--- src/pfp_pkg.sv ---
`timescale 1ns / 1ps
package pfp_pkg;

    localparam logic [7:0]  HDR_FIRST  = 8'h45;
    localparam logic [7:0]  HDR_SECOND = 8'h53;
    localparam logic [7:0]  FRAME_LEN  = 8'd5;
    localparam logic [15:0] CRC_POLY   = 16'h1021;
    localparam logic [15:0] CRC_INIT   = 16'hFFFF;

    localparam int unsigned PHASE_W = 3;
    localparam int unsigned COUNT_W = 3;

    localparam logic [PHASE_W-1:0] PH_HDR1    = 3'd0;
    localparam logic [PHASE_W-1:0] PH_HDR2    = 3'd1;
    localparam logic [PHASE_W-1:0] PH_LEN     = 3'd2;
    localparam logic [PHASE_W-1:0] PH_PAYLOAD = 3'd3;
    localparam logic [PHASE_W-1:0] PH_CRC_HI  = 3'd4;
    localparam logic [PHASE_W-1:0] PH_CRC_LO  = 3'd5;

    typedef logic [7:0]  t_byte;
    typedef logic [15:0] t_word;

endpackage

--- src/pfp_if.sv ---
`timescale 1ns / 1ps
interface pfp_rx_if;
    logic            valid;
    logic            ready;
    pfp_pkg::t_byte  rx_byte;

    modport source (output valid, output rx_byte, input ready);
    modport sink   (input valid, input rx_byte, output ready);
endinterface

interface pfp_pos_if;
    logic            valid;
    logic            ready;
    pfp_pkg::t_word  x_position;
    pfp_pkg::t_word  y_position;

    modport source (output valid, output x_position, output y_position, input ready);
    modport sink   (input valid, input x_position, input y_position, output ready);
endinterface

--- src/pfp_crc16_byte.sv ---
`timescale 1ns / 1ps
module pfp_crc16_byte (
    input  pfp_pkg::t_word i_crc,
    input  pfp_pkg::t_byte i_byte,
    output pfp_pkg::t_word o_crc
);

    always_comb begin
        pfp_pkg::t_word c;
        c = i_crc ^ {i_byte, 8'h00};
        for (int k = 0; k < 8; k++) begin
            if (c[15]) begin
                c = {c[14:0], 1'b0} ^ pfp_pkg::CRC_POLY;
            end else begin
                c = {c[14:0], 1'b0};
            end
        end
        o_crc = c;
    end

endmodule

--- src/position_frame_parser_crc16.sv ---
`timescale 1ns / 1ps
// Output: the output register takes a result word when its CRC low byte advances and the CRC matches.
// Throughput: one byte per cycle; the input register refills while the output
// register holds a result, stalling only when the output register is full.
// Reset: synchronous, active low; clears the hunt to the first header byte,
// the CRC to 0xFFFF and both valid flags. Stored payload bytes are not reset.
module position_frame_parser_crc16 (
    input  logic          i_clk,
    input  logic          i_rst_n,
    pfp_rx_if.sink        i_rx,
    pfp_pos_if.source     o_pos
);

    logic                               r_in_valid;
    pfp_pkg::t_byte                     r_in_byte;
    logic [pfp_pkg::PHASE_W-1:0]        r_phase, n_phase;
    logic [pfp_pkg::COUNT_W-1:0]        r_count, n_count;
    pfp_pkg::t_word                     r_crc, n_crc;
    pfp_pkg::t_byte                     r_crc_hi, n_crc_hi;
    pfp_pkg::t_byte                     r_store [5];
    logic                               r_out_valid, n_out_valid;
    pfp_pkg::t_word                     r_x, r_y;

    logic                               advance;
    logic                               emit;
    pfp_pkg::t_word                     crc_base;
    pfp_pkg::t_word                     crc_next;
    logic [pfp_pkg::COUNT_W:0]          count_inc;

    assign advance    = r_in_valid && (!r_out_valid || o_pos.ready);
    assign i_rx.ready = !r_in_valid || advance;

    assign o_pos.valid      = r_out_valid;
    assign o_pos.x_position = r_x;
    assign o_pos.y_position = r_y;

    assign crc_base  = (r_phase == pfp_pkg::PH_LEN) ? pfp_pkg::CRC_INIT : r_crc;
    assign count_inc = {1'b0, r_count} + 1'b1;

    pfp_crc16_byte u_crc (
        .i_crc  (crc_base),
        .i_byte (r_in_byte),
        .o_crc  (crc_next)
    );

    always_comb begin
        n_phase  = r_phase;
        n_count  = r_count;
        n_crc    = r_crc;
        n_crc_hi = r_crc_hi;
        emit     = 1'b0;
        case (r_phase)
            pfp_pkg::PH_HDR2: begin
                if (r_in_byte == pfp_pkg::HDR_SECOND) begin
                    n_phase = pfp_pkg::PH_LEN;
                end else if (r_in_byte != pfp_pkg::HDR_FIRST) begin
                    n_phase = pfp_pkg::PH_HDR1;
                end
            end
            pfp_pkg::PH_LEN: begin
                if (r_in_byte == pfp_pkg::FRAME_LEN) begin
                    n_count = '0;
                    n_crc   = crc_next;
                    n_phase = pfp_pkg::PH_PAYLOAD;
                end else if (r_in_byte == pfp_pkg::HDR_FIRST) begin
                    n_phase = pfp_pkg::PH_HDR2;
                end else begin
                    n_phase = pfp_pkg::PH_HDR1;
                end
            end
            pfp_pkg::PH_PAYLOAD: begin
                n_crc   = crc_next;
                n_count = count_inc[pfp_pkg::COUNT_W-1:0];
                if (count_inc >= {1'b0, pfp_pkg::FRAME_LEN[pfp_pkg::COUNT_W-1:0]}) begin
                    n_phase = pfp_pkg::PH_CRC_HI;
                end
            end
            pfp_pkg::PH_CRC_HI: begin
                n_crc_hi = r_in_byte;
                n_phase  = pfp_pkg::PH_CRC_LO;
            end
            pfp_pkg::PH_CRC_LO: begin
                emit    = ({r_crc_hi, r_in_byte} == r_crc);
                n_phase = (r_in_byte == pfp_pkg::HDR_FIRST) ? pfp_pkg::PH_HDR2
                                                            : pfp_pkg::PH_HDR1;
            end
            default: begin
                n_phase = (r_in_byte == pfp_pkg::HDR_FIRST) ? pfp_pkg::PH_HDR2
                                                            : pfp_pkg::PH_HDR1;
            end
        endcase
        if (advance) begin
            n_out_valid = emit;
        end else begin
            n_out_valid = r_out_valid && !o_pos.ready;
        end
    end

    always_ff @(posedge i_clk) begin
        if (!i_rst_n) begin
            r_in_valid  <= 1'b0;
            r_phase     <= pfp_pkg::PH_HDR1;
            r_count     <= '0;
            r_crc       <= pfp_pkg::CRC_INIT;
            r_crc_hi    <= '0;
            r_out_valid <= 1'b0;
        end else begin
            if (i_rx.ready) begin
                r_in_valid <= i_rx.valid;
            end
            if (advance) begin
                r_phase  <= n_phase;
                r_count  <= n_count;
                r_crc    <= n_crc;
                r_crc_hi <= n_crc_hi;
            end
            r_out_valid <= n_out_valid;
        end
    end

    always_ff @(posedge i_clk) begin
        if (i_rx.valid && i_rx.ready) begin
            r_in_byte <= i_rx.rx_byte;
        end
        if (advance && r_phase == pfp_pkg::PH_PAYLOAD && r_count < 3'd5) begin
            r_store[r_count] <= r_in_byte;
        end
        if (advance && emit) begin
            r_x <= {r_store[1], r_store[2]};
            r_y <= {r_store[3], r_store[4]};
        end
    end

    a_emit_after_crc_lo: assert property (@(posedge i_clk) disable iff (!i_rst_n)
        $rose(r_out_valid) |-> $past(advance && r_phase == pfp_pkg::PH_CRC_LO))
        else $error("result raised without a CRC low byte");

    a_count_full_at_crc: assert property (@(posedge i_clk) disable iff (!i_rst_n)
        (r_phase == pfp_pkg::PH_CRC_HI || r_phase == pfp_pkg::PH_CRC_LO)
        |-> r_count == pfp_pkg::FRAME_LEN[pfp_pkg::COUNT_W-1:0])
        else $error("CRC phase reached with short payload");

    a_stall_only_when_full: assert property (@(posedge i_clk) disable iff (!i_rst_n)
        !i_rx.ready |-> (r_in_valid && r_out_valid && !o_pos.ready))
        else $error("input stalled without a full output register");

    a_state_frozen_on_stall: assert property (@(posedge i_clk) disable iff (!i_rst_n)
        $past(i_rst_n) && !$past(advance) |-> $stable(r_phase) && $stable(r_crc))
        else $error("parser state moved without a word");

endmodule
--- src/flat_wrapper.sv ---
// flat-port wrapper written by rule: the top's interface ports become plain ports
module position_frame_parser_crc16_flat 
  (i_clk, i_rst_n, i_rx_valid, i_rx_rx_byte, i_rx_ready, o_pos_valid, o_pos_x_position, o_pos_y_position, o_pos_ready);
  pfp_rx_if i_rx_i ();
  pfp_pos_if o_pos_i ();
  input  logic i_clk;
  input  logic i_rst_n;
  input wire logic [$bits(i_rx_i.valid)-1:0] i_rx_valid;
  input wire logic [$bits(i_rx_i.rx_byte)-1:0] i_rx_rx_byte;
  output wire logic [$bits(i_rx_i.ready)-1:0] i_rx_ready;
  output wire logic [$bits(o_pos_i.valid)-1:0] o_pos_valid;
  output wire logic [$bits(o_pos_i.x_position)-1:0] o_pos_x_position;
  output wire logic [$bits(o_pos_i.y_position)-1:0] o_pos_y_position;
  input wire logic [$bits(o_pos_i.ready)-1:0] o_pos_ready;
  assign i_rx_i.valid = i_rx_valid;
  assign i_rx_i.rx_byte = i_rx_rx_byte;
  assign i_rx_ready = i_rx_i.ready;
  assign o_pos_valid = o_pos_i.valid;
  assign o_pos_x_position = o_pos_i.x_position;
  assign o_pos_y_position = o_pos_i.y_position;
  assign o_pos_i.ready = o_pos_ready;
  position_frame_parser_crc16 u_core (.i_clk(i_clk), .i_rst_n(i_rst_n), .i_rx(i_rx_i), .o_pos(o_pos_i));
endmodule
--- config.mk ---
export PLATFORM = sky130hd
export DESIGN_NAME = position_frame_parser_crc16_flat
export DESIGN_NICKNAME = d
export VERILOG_FILES = /design/src/pfp_pkg.sv /design/src/pfp_if.sv /design/src/pfp_crc16_byte.sv /design/src/position_frame_parser_crc16.sv /design/src/flat_wrapper.sv
export SDC_FILE = /design/constraint.sdc
export NUM_CORES = 1
export LEC_CHECK = 0
export ABC_CLOCK_PERIOD_IN_PS = 6900
export BUFFER_PORTS_ARGS = -buffer_cell sky130_fd_sc_hd__buf_2
export CAP_MARGIN = 20
export CORE_AREA = 3 3 91 93
export DETAILED_ROUTE_END_ITERATION = 12
export DIE_AREA = 0 0 94 96
export PLACE_DENSITY = 0.77
export SLEW_MARGIN = 15
export SYNTH_ARGS = -nofsm -noshare
export SYNTH_HDL_FRONTEND = slang
export SYNTH_SLANG_ARGS = --single-unit
--- constraint.sdc ---
create_clock -name i_clk -period 6.9 [get_ports i_clk]
set_clock_uncertainty 0.1 [all_clocks]
set_input_delay 0.345 -clock i_clk [delete_from_list [all_inputs] [get_ports i_clk]]
set_output_delay 0.345 -clock i_clk [all_outputs]
set_load 0.01 [all_outputs]
======== After elaboration in Yosys (flattened, before gate mapping) ========
Memories as Yosys holds them, arrays and structs flattened. A register that Yosys moved wholly into a read port is not among the register bits.
Index checks and enable logic that the tools add are counted.
storage, ports and cells
  register bits after elaboration ......... 40
  latch bits .............................. 0
  RAM bits ................................ 40
  memory bits (read-only) ................. 0
  input bits .............................. 12
  output and inout bits ................... 34
  logic and storage cells ................. 71
  memories ................................ 1
memories
  name            depth  bits a word  read ports  clocked after Yosys merged registers in  write ports  RTL line                           source
  u_core.r_store  5      8            4           4                                        1            position_frame_parser_crc16.sv:20  pfp_pkg::t_byte r_store [5];
operators by class
  $add $sub $neg .......................... 1
  $mul .................................... 0
  divide/modulo/power cells ............... 0
  $lt $le $gt $ge ......................... 2
  eq/ne operators ......................... 13
  shift operators ......................... 0
  muxes and demuxes ....................... 23
  bitwise gates (word level) .............. 9
  reductions and logical operators ........ 15
operators with widths
  kind                 number
  $mux 13              8
  $mux 16              2
  $pmux 16 s2          1
  $not 3->3            8
  $eq 16x16->1         1
  $eq 8x7->1 const B   2
  $xor 16x16->16       1
  $mux 3               5
  $pmux 3 s4           1
  $eq 8x3->1 const B   1
  $ne 8x7->1 const B   1
  $eq 3x2->1 const B   2
  $eq 3x3->1 const B   2
  $logic_and 1x1->1    6
  $pmux 3 s2           1
  $reduce_and 3->1     2
  $mux 1               5
  $add 3x1->4 const B  1
  $ge 4x3->1 const B   1
  $eq 3x1->1 const B   1
  $logic_not 1->1      3
  $lt 3x3->1 const B   1
  $ne 3x1->1 const B   1
  $logic_or 1x1->1     2
  4 further kinds      4

======== Depth between registers and ports, before layout ========
  word-level depth ........................ 21
  depth in mapped cells ................... 7
  mapped depth without buffers ............ 7

======== By module ========
A second synthesis with hierarchy kept.
unflattened totals
  cells, all modules ...................... 317
  area total of the unflattened synthesis .. 4359.2 µm²
by module, submodules not included
  module                       times used  cells an instance  area each (µm²)
  position_frame_parser_crc16  1           292                3963.8
  pfp_crc16_byte               1           25                 395.4

======== Least setup slack after synthesis ========
No wires, ideal clock.
  kind .................................... reg-to-reg
  start point ............................. register u_core.r_out_valid, in the netlist u_core.o_pos.valid
  end point ............................... register u_core.r_x[0], in the netlist o_pos_x_position[0] (read register of u_core.r_store), enable pin
  library setup time ...................... 505 ps
  arrival time ............................ 4205 ps
  required time ........................... 6295 ps
  setup slack ............................. 2090 ps
  stages on the path, launching flop included .. 4
  path buffers ............................ 0
  clock period less this slack ............ 4810 ps
  path through ............................ dfxtp_1 > nor2b_1 > or3b_2 > nor4_1
between the ends
  longest elaborated chain between the ends .. 4
RTL lines
  element                   RTL line                            source
  start: declaration        position_frame_parser_crc16.sv:21   logic r_out_valid, n_out_valid;
  start signal: assignment  position_frame_parser_crc16.sv:117  r_out_valid <= n_out_valid;
  $logic_not 1->1           position_frame_parser_crc16.sv:30   assign advance = r_in_valid && (!r_out_valid || o_pos.ready);
  $logic_or 1x1->1          position_frame_parser_crc16.sv:30
  $logic_and 1x1->1         position_frame_parser_crc16.sv:30
  $logic_and 1x1->1         position_frame_parser_crc16.sv:128  if (advance && emit) begin
  end: declaration          position_frame_parser_crc16.sv:22   pfp_pkg::t_word r_x, r_y;
Every way passes these cells.
A chain may end at the register's enable or synchronous reset.

======== Final worst setup path ========
  start point ............................. register u_core.r_in_byte[6]
  end point ............................... register u_core.r_y[3], in the netlist o_pos_y_position[3] (read register of u_core.r_store), enable pin
between the ends
  longest elaborated chain between the ends .. 3
RTL lines
  element                   RTL line                            source
  start: declaration        position_frame_parser_crc16.sv:15   pfp_pkg::t_byte r_in_byte;
  start signal: assignment  position_frame_parser_crc16.sv:123  r_in_byte <= i_rx.rx_byte;
  $eq 16x16->1              position_frame_parser_crc16.sv:83   emit = ({r_crc_hi, r_in_byte} == r_crc);
  $mux 1                    position_frame_parser_crc16.sv:52   case (r_phase)
  $logic_and 1x1->1         position_frame_parser_crc16.sv:128
  end: declaration          position_frame_parser_crc16.sv:22
Every way passes these cells.

==> impl_metrics.env <==
export IMPL_slew_viol_final=0
export IMPL_post_drt_wl_per_cell_um=15.5
export IMPL_tns_ns=0
export IMPL_gr_total_overflow=0
export IMPL_hold_path_class="in -> reg"
export IMPL_dieArea_mm2=0.00902
export IMPL_core_area_mm2=0.00761
export IMPL_rsz0062_at_grt="false"
export IMPL_io_buffers=45
export IMPL_cp_required_ns=6.82
export IMPL_tritoncts="yes"
export IMPL_cts_root_buf="clkbuf_8"
export IMPL_syn_nets=319
export IMPL_n_antenna_cell=0
export IMPL_irDropWorstVdd_uv=87.2
export IMPL_ant_nets=0
export IMPL_synth_flop_cell="edfxtp_1"
export IMPL_grt_max_degree=36
export IMPL_synth_cell_types=48
export IMPL_synthesis_area_mm2=0.00430
export IMPL_cts_htree_levels=3
export IMPL_final_nets=364
export IMPL_synthTopCellsByCount="edfxtp_1 (72), xnor2_1 (36), dfxtp_1 (32), nor2_1 (20), nand2_1 (18)"
export IMPL_synth_edff_count=72
export IMPL_clock_latency_ns=0.37
export IMPL_dp_cells=439
export IMPL_drv_cap=0
export IMPL_cts_setup_buffers=0
export IMPL_synth_most_common_cell="edfxtp_1"
export IMPL_clk_pin_slew_ns=0.10
export IMPL_cts_resized=0
export IMPL_hpwl_um=4760
export IMPL_fmax_mhz=417
export IMPL_die_y_um=96
export IMPL_stdcell_count=456
export IMPL_max_slew_margin_rel_pct=53.5
export IMPL_cts_buffers=9
export IMPL_clockBufferDepth=2
export IMPL_min_period_ns=2.40
export IMPL_first_global_vias=2230
export IMPL_vias=2324
export IMPL_cts_sinks=104
export IMPL_fin_crit_sh_pct=34.8
export IMPL_die_w_um=94
export IMPL_wirelength_um=7070
export IMPL_io_pins=46
export IMPL_status="finished clean"
export IMPL_synth_compound_area_share_pct=7.34
export IMPL_grtUsageTotal_pct=17.3
export IMPL_gp_congestion=0.830
export IMPL_rows=32
export IMPL_pwr_density_cell_mw_per_mm2=224
export IMPL_grt_pass1_wl_um=11500
export IMPL_syn_avg_cell_area_um2=14.1
export IMPL_synth_fa_ha_area_share_pct=0.873
export IMPL_worst_pin_slew_ns=0.698
export IMPL_drcViolationCount=0
export IMPL_async_flop_share_pct=0
export IMPL_synth_top_family_by_area="simple AND/OR/NAND/NOR gates"
export IMPL_ys_ff_latch=104
export IMPL_path_max_fanout=33
export IMPL_viasPerCell=5.10
export IMPL_hold_viol_final=0
export IMPL_synth_top_area_share_pct=50.3
export IMPL_worst_setup_path_end_kind="flip-flop"
export IMPL_synthSimpleGateAreaFrac_pct=11.2
export IMPL_synthCells=304
export IMPL_initial_core_util_pct=56.5
export IMPL_antenna_found_initial=0
export IMPL_yosys_area_top_type="edfxtp_1"
export IMPL_yosysSeqAreaShare_pct=65.2
export IMPL_syn_to_final_growth_pct=11.5
export IMPL_drtPass1Iterations=4
export IMPL_setup_worst_path_start_class="flip-flop"
export IMPL_setup_viol=0
export IMPL_synthXorXnorAreaFrac_pct=10.6
export IMPL_hold_buffers=0
export IMPL_leakage_nw=1.74
export IMPL_synth_mux_area_share_pct=1.86
export IMPL_drive_gt1_share_pct=27.4
export IMPL_drt_iter0_markers=158
export IMPL_yosys_warnings=0
export IMPL_cp_arrival_ns=2.32
export IMPL_critPathKind="reg -> reg"
export IMPL_synth_area_leaders="edfxtp_1 (50%), dfxtp_1 (15%), xnor2_1 (7.3%)"
## cells in the final DEF (no fill, tap or decap), types with 3 or more instances in the layout
cell      instances
edfxtp_1         72
buf_2            45
xnor2_1          36
dfxtp_1          32
nor2_1           20
nand2_1          18
xor2_1           16
o211ai_2         16
nor2b_1          11
clkbuf_8          9
mux2i_1           8
nor4_1            5
buf_4             5
inv_1             4
nand2_2           4
o21ai_0           4
nand2b_1          3
ha_1              3
## worst paths after layout
path,start,to,slack (ns),depth (start not counted)
max,u_core.r_in_byte[6],o_pos_y_position[3],4.50,5
min reg2reg,u_core.r_store[4][2],o_pos_y_position[2],0.32,0
min,i_rx_rx_byte[0],u_core.r_in_byte[0],0.05,1
max reg2reg,u_core.r_in_byte[6],o_pos_y_position[3],4.50,5
## registers in the layout (all words and copies together) (netlist names)
signal              flops
u_core.r_count          3
u_core.r_store         32
u_core.o_pos.valid      1
u_core.r_phase          3
o_pos_x_position       16
u_core.r_crc           16
u_core.r_crc_hi         8
u_core.r_in_valid       1
u_core.r_in_byte        8
o_pos_y_position       16
## through the flow
stage          power [mW]  util [%]  area (um^2)  hold WS [ns]  worst slack (ns)
2_1_floorplan       0.730         -         4300         0.300              2.09
3_3_place_gp        0.741      60.3         4590         0.302              4.51
3_5_place_dp        0.741      60.3         4590         0.305              4.49
4_1_cts              1.08      62.6         4770        0.0350              4.45
5_1_grt              1.12      63.0         4790        0.0308              4.36
6_report             1.08      63.0         4790        0.0484              4.50
## where the power goes
part	internal [mW]	switching, mW
logic	0.0206	0.0235
registers	0.669	0.0149
clock network	0.137	0.212
total	0.826	0.250
## cell type report
cell class                 count  area (um^2)
fill                         590         2810
inverter                       4         15.0
timing repair buffer          51          290
multi-input combinational    179         1380
tap                          102          128
clock inverter                 6         52.6
sequential                   104         2800
clock buffer                  10          128
## logic make-up after synthesis
kind of cell / Yosys count
xor gates and xnor gates: 52
DFF: 104
buffers and inverters: 21
and+or+nand+nor: 84
adders and majority gates: 3
AOI/OAI and AO/OA: 32
muxes: 8
## critical path, stage by stage, from the launching register on
cell and delay, ns:
edfxtp_1 0.79, xor2_1 0.19, nor3_1 0.29, nand3_1 0.13, nor4_2 0.14, buf_4 0.40
## routing by layer
layer / part of all wire, % / vias up / track usage (%)
met5: 0 / - / 0
met4: 1.6 / 0 / 7.70
met3: 5.1 / 13 / 3.91
met2: 48 / 65 / 26.9
met1: 45 / 1079 / 23.3
li1: - / 1167 / -
(Power assumes the default switching activity.)
